$ cat config.mk
export PLATFORM = sky130hd
export DESIGN_NAME = horner_polynomial_eval_unit
export DESIGN_NICKNAME = d
export VERILOG_FILES = /design/src/rtl/hpe_pkg.sv /design/src/rtl/hpe_dp.sv /design/src/rtl/hpe_ctrl.sv /design/src/rtl/horner_polynomial_eval_unit.sv
export SDC_FILE = /design/constraint.sdc
export NUM_CORES = 2
export LEC_CHECK = 0
export BUFFER_PORTS_ARGS = -buffer_cell sky130_fd_sc_hd__buf_2
export CAP_MARGIN = 40
export CORE_MARGIN = 2
export CORE_UTILIZATION = 50
export DETAILED_ROUTE_END_ITERATION = 7
export MAX_ROUTING_LAYER = met4
export PLACE_DENSITY = 0.78
export SYNTH_ARGS = -nofsm -noshare
export SYNTH_HDL_FRONTEND = slang
export SYNTH_SLANG_ARGS = --single-unit
$ cat constraint.sdc
create_clock -name i_clk -period 15 [get_ports i_clk]
set_input_delay 1.5 -clock i_clk [delete_from_list [all_inputs] [get_ports i_clk]]
set_output_delay 1.5 -clock i_clk [all_outputs]
set_load 0.005 [all_outputs]
$ cat src/rtl/hpe_pkg.sv
// shared constants and controller/datapath interface types for the horner evaluator
package hpe_pkg;

    localparam int DATA_W        = 32;
    localparam int TERM_W        = 3;
    localparam int CFG_IDX_W     = 3;
    localparam int DEF_MAX_TERMS = 7;
    localparam int DEF_FRAC_BITS = 16;

    // configuration register indexes
    localparam logic [CFG_IDX_W-1:0] CFG_TERM_COUNT = 3'd0;
    localparam logic [CFG_IDX_W-1:0] CFG_COEF_BASE  = 3'd1;

    // commands from controller to datapath
    typedef struct packed {
        logic              load;
        logic              mul;
        logic              rnd;
        logic              add;
        logic              emit;
        logic [TERM_W-1:0] coef_sel;
    } t_cmd;

    // status from datapath to controller
    typedef struct packed {
        logic [TERM_W-1:0] last_idx;
    } t_status;

endpackage

$ cat src/rtl/hpe_dp.sv
// datapath: configuration registers, shared multiply, round/saturate and add unit
module hpe_dp import hpe_pkg::*; #(
    parameter int MAX_TERMS = DEF_MAX_TERMS,
    parameter int FRAC_BITS = DEF_FRAC_BITS
) (
    input  logic                     i_clk,
    input  logic                     i_rst_n,
    input  logic                     i_cfg_we,
    input  logic [CFG_IDX_W-1:0]     i_cfg_idx,
    input  logic [DATA_W-1:0]        i_cfg_data,
    input  logic signed [DATA_W-1:0] i_point,
    input  t_cmd                     i_cmd,
    output t_status                  o_status,
    output logic signed [DATA_W-1:0] o_value,
    output logic                     o_overflow
);

    localparam int IDX_W = (MAX_TERMS > 1) ? $clog2(MAX_TERMS) : 1;
    localparam int PROD_W = 2 * DATA_W;
    localparam logic signed [PROD_W-1:0] HALF = (PROD_W'(1) << FRAC_BITS) >> 1;
    localparam logic signed [DATA_W-1:0] Q_MAX = {1'b0, {(DATA_W-1){1'b1}}};
    localparam logic signed [DATA_W-1:0] Q_MIN = {1'b1, {(DATA_W-1){1'b0}}};

    logic        [TERM_W-1:0]  r_last_idx;
    logic signed [DATA_W-1:0]  r_coef [MAX_TERMS];
    logic signed [DATA_W-1:0]  r_acc;
    logic signed [DATA_W-1:0]  r_x;
    logic signed [PROD_W-1:0]  r_prod;
    logic                      r_ovf;
    logic signed [DATA_W-1:0]  r_value;
    logic                      r_value_ovf;

    logic        [TERM_W-1:0]  n_last_idx;
    logic        [TERM_W-1:0]  cfg_coef_idx;
    logic signed [DATA_W-1:0]  coef_rd;
    logic signed [PROD_W-1:0]  prod_rnd;
    logic signed [PROD_W-1:0]  prod_shr;
    logic                      rnd_ovf;
    logic signed [DATA_W-1:0]  rnd_val;
    logic signed [DATA_W:0]    sum;
    logic                      add_ovf;
    logic signed [DATA_W-1:0]  add_val;

    // zero terms act as one, more than the storage holds is clamped
    always_comb begin
        n_last_idx = i_cfg_data[TERM_W-1:0];
        if (n_last_idx == '0) begin
            n_last_idx = TERM_W'(1);
        end
        if (int'(n_last_idx) > MAX_TERMS) begin
            n_last_idx = TERM_W'(MAX_TERMS);
        end
        n_last_idx = n_last_idx - TERM_W'(1);
    end

    assign cfg_coef_idx = i_cfg_idx - CFG_COEF_BASE;

    always_ff @(posedge i_clk) begin
        if (!i_rst_n) begin
            r_last_idx <= '0;
            for (int i = 0; i < MAX_TERMS; i++) begin
                r_coef[i] <= '0;
            end
        end else if (i_cfg_we) begin
            if (i_cfg_idx == CFG_TERM_COUNT) begin
                r_last_idx <= n_last_idx;
            end else if (int'(cfg_coef_idx) < MAX_TERMS) begin
                r_coef[cfg_coef_idx[IDX_W-1:0]] <= i_cfg_data;
            end
        end
    end

    assign coef_rd = r_coef[i_cmd.coef_sel[IDX_W-1:0]];

    // round to nearest with ties up, then clamp to 32 bits
    always_comb begin
        prod_rnd = r_prod + HALF;
        prod_shr = prod_rnd >>> FRAC_BITS;
        rnd_ovf  = !((&prod_shr[PROD_W-1:DATA_W-1]) || !(|prod_shr[PROD_W-1:DATA_W-1]));
        if (rnd_ovf) begin
            rnd_val = prod_shr[PROD_W-1] ? Q_MIN : Q_MAX;
        end else begin
            rnd_val = prod_shr[DATA_W-1:0];
        end
    end

    always_comb begin
        sum     = {r_acc[DATA_W-1], r_acc} + {coef_rd[DATA_W-1], coef_rd};
        add_ovf = sum[DATA_W] ^ sum[DATA_W-1];
        if (add_ovf) begin
            add_val = sum[DATA_W] ? Q_MIN : Q_MAX;
        end else begin
            add_val = sum[DATA_W-1:0];
        end
    end

    always_ff @(posedge i_clk) begin
        if (i_cmd.load) begin
            r_acc <= coef_rd;
            r_x   <= i_point;
            r_ovf <= 1'b0;
        end
        if (i_cmd.mul) begin
            r_prod <= r_acc * r_x;
        end
        if (i_cmd.rnd) begin
            r_acc <= rnd_val;
            r_ovf <= r_ovf | rnd_ovf;
        end
        if (i_cmd.add) begin
            r_acc <= add_val;
            r_ovf <= r_ovf | add_ovf;
        end
        if (i_cmd.emit) begin
            r_value     <= r_acc;
            r_value_ovf <= r_ovf;
        end
    end

    assign o_status.last_idx = r_last_idx;
    assign o_value           = r_value;
    assign o_overflow        = r_value_ovf;

endmodule

$ cat src/rtl/hpe_ctrl.sv
// controller: sequences multiply, round and add steps per term and owns the handshakes
module hpe_ctrl import hpe_pkg::*; (
    input  logic    i_clk,
    input  logic    i_rst_n,
    input  logic    i_in_valid,
    output logic    o_in_ready,
    output logic    o_out_valid,
    input  logic    i_out_ready,
    input  t_status i_status,
    output t_cmd    o_cmd
);

    typedef enum logic [2:0] {
        ST_IDLE,
        ST_MUL,
        ST_RND,
        ST_ADD,
        ST_FIN
    } t_state;

    t_state            r_state, n_state;
    logic [TERM_W-1:0] r_idx, n_idx;
    logic              r_out_valid, n_out_valid;
    logic              in_xfer;
    logic              out_free;

    assign in_xfer  = i_in_valid && o_in_ready;
    assign out_free = !r_out_valid || i_out_ready;

    always_comb begin
        n_state     = r_state;
        n_idx       = r_idx;
        n_out_valid = r_out_valid && !i_out_ready;
        o_cmd       = '0;
        o_cmd.coef_sel = r_idx;
        unique case (r_state)
            ST_IDLE: begin
                o_cmd.coef_sel = i_status.last_idx;
                if (in_xfer) begin
                    o_cmd.load = 1'b1;
                    n_idx      = i_status.last_idx;
                    n_state    = (i_status.last_idx == '0) ? ST_FIN : ST_MUL;
                end
            end
            ST_MUL: begin
                o_cmd.mul = 1'b1;
                n_state   = ST_RND;
            end
            ST_RND: begin
                o_cmd.rnd = 1'b1;
                n_state   = ST_ADD;
            end
            ST_ADD: begin
                o_cmd.add      = 1'b1;
                o_cmd.coef_sel = r_idx - TERM_W'(1);
                n_idx          = r_idx - TERM_W'(1);
                n_state        = (r_idx == TERM_W'(1)) ? ST_FIN : ST_MUL;
            end
            ST_FIN: begin
                // hold the result until the output register is free
                if (out_free) begin
                    o_cmd.emit  = 1'b1;
                    n_out_valid = 1'b1;
                    n_state     = ST_IDLE;
                end
            end
            default: begin
                n_state = ST_IDLE;
            end
        endcase
    end

    always_ff @(posedge i_clk) begin
        if (!i_rst_n) begin
            r_state     <= ST_IDLE;
            r_idx       <= '0;
            r_out_valid <= 1'b0;
        end else begin
            r_state     <= n_state;
            r_idx       <= n_idx;
            r_out_valid <= n_out_valid;
        end
    end

    // no transfer is taken while reset is held
    assign o_in_ready  = i_rst_n && (r_state == ST_IDLE);
    assign o_out_valid = r_out_valid;

endmodule

$ cat src/rtl/horner_polynomial_eval_unit.sv
// top level of the horner polynomial evaluator, signed fixed point
//
// Evaluates p(x) = coef_0 + coef_1*x + ... + coef_(n-1)*x^(n-1) by Horner's rule.
// Configuration: i_cfg_we writes i_cfg_data into register i_cfg_idx;
// index 0 is the term count (1..7), indexes 1..7 are coef_0..coef_6.
// Write configuration only while the unit is idle.
// Input channel: i_in_valid / o_in_ready carry the point x; one transfer per item.
// Output channel: o_out_valid / i_out_ready carry the value and overflow flag.
// Each lower term runs through the shared unit in turn: multiply, round and
// clamp, add and clamp. The next point is taken only after the result has been
// copied to the output register, and it can be taken in the same cycle that the
// result shows on o_out_valid.
// The result sits in an output register: while the receiver stalls the next point
// is still taken and computed, and only its final copy to the output waits.
// Reset (synchronous, active low) sets the term count to 1, all coefficients to 0
// and drops both handshakes.
module horner_polynomial_eval_unit import hpe_pkg::*; #(
    parameter int MAX_TERMS = DEF_MAX_TERMS,
    parameter int FRAC_BITS = DEF_FRAC_BITS
) (
    input  logic                     i_clk,
    input  logic                     i_rst_n,
    input  logic                     i_cfg_we,
    input  logic [CFG_IDX_W-1:0]     i_cfg_idx,
    input  logic [DATA_W-1:0]        i_cfg_data,
    input  logic                     i_in_valid,
    output logic                     o_in_ready,
    input  logic signed [DATA_W-1:0] i_point,
    output logic                     o_out_valid,
    input  logic                     i_out_ready,
    output logic signed [DATA_W-1:0] o_value,
    output logic                     o_overflow
);

    t_cmd    cmd;
    t_status status;

    hpe_ctrl u_ctrl (
        .i_clk       (i_clk),
        .i_rst_n     (i_rst_n),
        .i_in_valid  (i_in_valid),
        .o_in_ready  (o_in_ready),
        .o_out_valid (o_out_valid),
        .i_out_ready (i_out_ready),
        .i_status    (status),
        .o_cmd       (cmd)
    );

    hpe_dp #(
        .MAX_TERMS (MAX_TERMS),
        .FRAC_BITS (FRAC_BITS)
    ) u_dp (
        .i_clk      (i_clk),
        .i_rst_n    (i_rst_n),
        .i_cfg_we   (i_cfg_we),
        .i_cfg_idx  (i_cfg_idx),
        .i_cfg_data (i_cfg_data),
        .i_point    (i_point),
        .i_cmd      (cmd),
        .o_status   (status),
        .o_value    (o_value),
        .o_overflow (o_overflow)
    );

endmodule
# Word-level counts from Yosys, hierarchy flattened
# Memories as Yosys holds them, arrays and structs flattened.
# Index checks and enable logic that the tools add are counted.
[classes]
addsub = 5
n_mul = 1
n_div = 0
magnitude_cmp = 1
eq_ne = 7
n_shift = 0
muxes = 37
n_bitwise = 3
n_reduce_logical = 21
[op_table]
columns = ["operator", "n"]
rows = [
  ["2-to-1 mux 32 bit", 8],
  ["adder 64 x 17 -> 64 bit (second input constant)", 1],
  ["multiplier 32 x 32 -> 64 bit", 1],
  ["adder 32 x 32 -> 33 bit", 1],
  ["OR reduction 32 bit", 1],
  ["2-to-1 mux 3 bit", 7],
  ["2-to-1 mux 1 bit", 19],
  ["AND reduction 17 bit", 1],
  ["OR reduction 17 bit", 1],
  ["one-hot mux 3 bit (5 select lines)", 1],
  ["logical NOT 3 bit", 4],
  ["one-hot mux 3 bit (2 select lines)", 2],
  ["subtractor 3 x 1 -> 3 bit (second input constant)", 3],
  ["equality test 3 x 1 -> 1 bit (second input constant)", 2],
  ["equality test 3 x 2 -> 1 bit (second input constant)", 2],
  ["AND reduction 2 bit", 3],
  ["logical NOT 1 bit", 4],
  ["inequality test 2 x 1 -> 1 bit (second input constant)", 2],
  ["equality test 3 bit (second input constant)", 1],
  ["logical AND 1 bit", 3],
  ["< comparator 3 bit (second input constant)", 1],
  ["nonzero test 3 bit", 1],
  ["logical OR 1 bit", 2],
  ["OR 1 bit", 2],
  ["other kinds (2)", 2],
]
[totals]
ff_bits = 172
latch_bits = 0
mem_bits_rw = 224
romBits = 0
inputBits = 72
out_inout_bits = 35
elab_cells = 86
n_memories = 1
[mem_list]
columns = ["name", "depth", "word_bits", "read_ports", "rd_clocked_by_memory_dff", "wr", "line", "source"]
rows = [
  ["u_dp.r_coef", 7, 32, 1, 0, 7, "hpe_dp.sv:25", "logic signed [DATA_W-1:0] r_coef [MAX_TERMS];"],
]

# Logic depth before layout (Yosys ltp)
[logic_depth]
ltp_word = 9
depth_mapped = 28
depth_no_buf = 27

# By module
# From an unflattened synthesis, not the netlist that was laid out.
[hier_totals]
cells_unflattened = 5276
hier_area_um2 = 54845.1
[by_module_without_submodules]
columns = ["mod", "n_inst", "cells_per_inst", "area_each_um2", "seq_area_each_um2"]
rows = [
  ["hpe_dp", 1, 5205, 54275.8, 11841.4],
  ["hpe_ctrl", 1, 71, 569.3, 140.1],
]

# Least setup slack after synthesis
# OpenSTA, ideal clock, no wires.
[synth_timing]
path_type = "register -> register"
from = "reg u_dp.r_acc[31]"
to = "reg u_dp.r_prod[60], data pin"
setup_time_ps = 266
arrival_time_ps = 7623
required_ps = 14734
setup_slack_ps = 7111
path_stages_with_launch = 22
path_buffers = 1
period_less_slack_ps = 7889
cell_sequence = "edfxtp_1 > clkbuf_1 > nand2_1 > inv_1 > fa_1 > fa_1 > fa_1 > fa_1 > fa_1 > fa_1 > fa_1 > fa_1 > ha_1 > a21o_1 > a21o_1 > a21o_1 > a221o_1 > o41a_1 > a41o_4 > a2111oi_4 > nor3_1 > xor2_1"
[synth_between]
elab_chain_len = 1
[synth_rtl]
columns = ["element", "line", "source"]
rows = [
  ["start: declaration", "hpe_dp.sv:26", "logic signed [DATA_W-1:0] r_acc;"],
  ["start signal: assignment", "hpe_dp.sv:99", "r_acc <= coef_rd;"],
  ["start signal: assignment", "hpe_dp.sv:107", "r_acc <= rnd_val;"],
  ["start signal: assignment", "hpe_dp.sv:111", "r_acc <= add_val;"],
  ["multiplier 32 x 32 -> 64 bit", "hpe_dp.sv:104", "r_prod <= r_acc * r_x;"],
  ["end signal: assignment", "hpe_dp.sv:104", ""],
  ["end: declaration", "hpe_dp.sv:28", "logic signed [PROD_W-1:0] r_prod;"],
]
# Every way passes these cells.
# A chain may end at the register's enable or synchronous reset.

# Worst setup path after layout
[layout_timing]
from = "reg u_dp.r_acc[31]"
to = "reg u_dp.r_prod[63], data pin"
# Same word-level chain as after synthesis.

==> impl_metrics.py <==
metrics = {
    "status": {
        "status": "completed",
    },
    "synthesis": {
        "synthTopCellsByArea": "fa_1, edfxtp_1, inv_1",
        "synth_cell_types": 83,
        "synth_top_area_share": 0.395,
        "synth-warning-count": 0,
        "ys_ff_latch": 413,
        "seq_area_frac_synth": 0.218,
        "synthArstFlopShare": 0,
        "synthFlopType": "edfxtp_1",
        "syn-cell-area_mm2": 0.0549,
        "syn_area_per_cell_um2": 10.4,
        "synth_edf_count": 371,
        "yosysTopAreaCell": "fa_1",
        "syn-instance-count": 5283,
    },
    "worst_setup_path": {
        "crit_buf_inv": 8,
        "r2r_cells": 28,
        "crit_fanout": 34,
        "critPathArrivalTime_ns": 9.23,
        "setup.worst_path.end": "u_dp.r_prod[63]$_DFFE_PP_",
        "worstSetupStartpointType": "flip-flop",
        "cp_common_cell": "fa_1",
        "regToRegEndpoint": "u_dp.r_prod[63]$_DFFE_PP_",
        "critPathLaunch": "u_dp.r_acc[31]$_DFFE_PP_",
        "r2r_setup_slack_ns": 6.16,
        "slowest_stage": "fa_1",
        "cp_top_family": "adder cells",
        "cp-end-kind": "flip-flop",
        "reg2reg_from": "u_dp.r_acc[31]$_DFFE_PP_",
        "critPathKind": "reg2reg",
        "worstSetupPathDepth": 28,
        "worstPathRequired_ns": 15.39,
        "max_stage_delay_ns": 0.90,
    },
    "cells_and_area": {
        "instances_no_fill": 6757,
        "syn_to_final_growth_pct": 7.33,
        "drive_above_1_share": 0.0760,
        "final_nets": 6674,
    },
    "timing": {
        "max_freq_mhz": 113,
        "post-route-min-period_ns": 8.84,
        "clock_skew_ns": 0.0354,
        "hold_viol": 0,
        "period_share": 0.589,
        "relSlewSlack": 0.407,
        "setup_viol": 0,
        "slew_viol_final": 0,
        "tightest_slew_ns": 0.889,
        "final.setup.tns_ns": 0,
        "whs_ns": 0.450,
        "rsz0062_at_grt": "false",
    },
    "floorplan": {
        "dieWidth_um": 335,
        "rows": 121,
        "core_mm2": 0.109,
        "dieArea_mm2": 0.112,
        "ios": 107,
        "fp.dieH_um": 335,
        "start_util": 0.504,
    },
    "global_routing": {
        "grt_overflow_total": 0,
        "grt_pass1_vias": 41303,
        "grt_pass1_wl_um": 222000,
        "grt_max_degree": 50,
        "antenna_found_initial": 3,
        "grt_use_total": 0.259,
    },
    "routing": {
        "finalWirelength_um": 136000,
        "drt_iter0_markers": 3343,
        "vias_per_cell": 5.59,
        "via_count": 37757,
        "post-route-drc-count": 0,
        "wire_per_inst_um": 20.1,
        "first_pass_iters": 5,
        "ant_nets": 0,
    },
    "cts": {
        "cts-resized-gates": 0,
        "root_buffer": "clkbuf_16",
        "cts.htree.levels": 2,
        "cts_hold_buf": 0,
        "cts_tree": "built",
        "clk_pin_slew_ns": 0.06,
        "cts_num_sinks": 413,
        "numCtsBuffers": 50,
        "post-cts-setup-buffer-count": 0,
        "clk_latency_ns": 0.66,
        "cts_buffer_depth": 3,
    },
    "hold_path": {
        "hold_depth": 0,
        "hp-class": "reg2reg",
    },
    "placed_design": {
        "placed_cells": 6663,
        "gp_congestion": 0.913,
        "place_hpwl_um": 104000,
        "port_buffers": 106,
    },
    "flow_run": {
        "drv_cap": 0,
    },
}
-- cells in the mapped netlist, drive strengths merged (16+ instances only) --
master / number
fa: 1082
inv: 1034
nand2: 609
and2: 512
edfxtp: 371
nor2: 301
clkbuf: 244
ha: 218
a21oi: 123
o21ai: 93
xnor2: 73
mux4: 64
xor2: 52
dfxtp: 42
nand3: 42
a21o: 37
mux2: 33
nor2b: 31
nand4: 28
a211oi: 23
and3: 22
nand2b: 21
buf: 20
nor3: 20
o21a: 18
o211a: 16
o21bai: 16
-- cell type report --
| type | count | area [um^2] |
|---|---|---|
| sequential | 413 | 12000 |
| antenna | 1 | 2.50 |
| timing repair buffer | 200 | 1380 |
| clock buffer | 62 | 1310 |
| fill | 9037 | 49900 |
| multi-input combinational | 3602 | 38200 |
| inverter | 1035 | 3880 |
| clock inverter | 30 | 384 |
| tap | 1414 | 1770 |
-- logic make-up (layout without fill, tap and decap cells) --
| logic type | after synthesis | after routing | synth area share |
|---|---|---|---|
| simple gates | 1632 | 1632 | 0.145 |
| fa+ha+maj | 1300 | 1300 | 0.444 |
| buf+inv | 1299 | 1327 | 0.0893 |
| flops | 413 | 413 | 0.218 |
| compound gates | 412 | 412 | 0.0495 |
| xor+xnor | 125 | 125 | 0.0199 |
| mux | 101 | 101 | 0.0338 |
| other cells | 1 | 33 | 0.0000683 |
-- how the worst min path moves through the flow --
stage	startpoint	end	slack, ns
after floorplan	u_dp.r_coef[6][12]$_SDFFE_PN0P_	u_dp.r_coef[6][12]$_SDFFE_PN0P_	0.45
after global placement	u_dp.r_acc[17]$_DFFE_PP_	u_dp.o_value[17]$_DFFE_PP_	0.44
after detailed placement	u_dp.r_acc[17]$_DFFE_PP_	u_dp.o_value[17]$_DFFE_PP_	0.44
after CTS	u_dp.r_acc[17]$_DFFE_PP_	u_dp.o_value[17]$_DFFE_PP_	0.44
after global routing	u_dp.r_acc[17]$_DFFE_PP_	u_dp.o_value[17]$_DFFE_PP_	0.47
final	u_dp.r_acc[17]$_DFFE_PP_	u_dp.o_value[17]$_DFFE_PP_	0.45
-- per-layer routing --
layer | share of wire | track usage | up-vias
li1 | - | - | 16266
met1 | 0.40 | 0.340 | 19482
met2 | 0.48 | 0.417 | 1690
met3 | 0.087 | 0.0381 | 319
met4 | 0.034 | 0.0874 | 0
met5 | 0 | - | -
-- metrics by stage --
step                       util  worst slack [ns]  area (um^2)
after floorplan               -              7.11        55000
after global placement    0.523              6.13        57000
after detailed placement  0.526              6.20        57200
after CTS                 0.541              6.22        58900
after global routing      0.541              5.73        58900
final                     0.541              6.16        58900
-- registers in the layout (all words and copies together), names as in the netlist, 3 cells and up --
signal,count
u_dp.r_coef,256
u_dp.r_prod,49
u_dp.o_value,32
u_dp.r_acc,32
u_dp.r_x,32
u_ctrl.r_idx,3
u_ctrl.r_state,3
u_dp.o_status,3
-- cells in the final DEF, fill, tap and decap left out, types with 86 or more instances in the layout --
cell type     n
and2_1      510
nand2_1     608
a21oi_1     121
inv_1      1033
fa_1       1082
edfxtp_1    371
buf_2       107
o21ai_0      86
nor2_1      298
ha_1        218
Power is not shown: default switching activity piles up to over one toggle a cycle in this logic, so the estimate is an artifact.
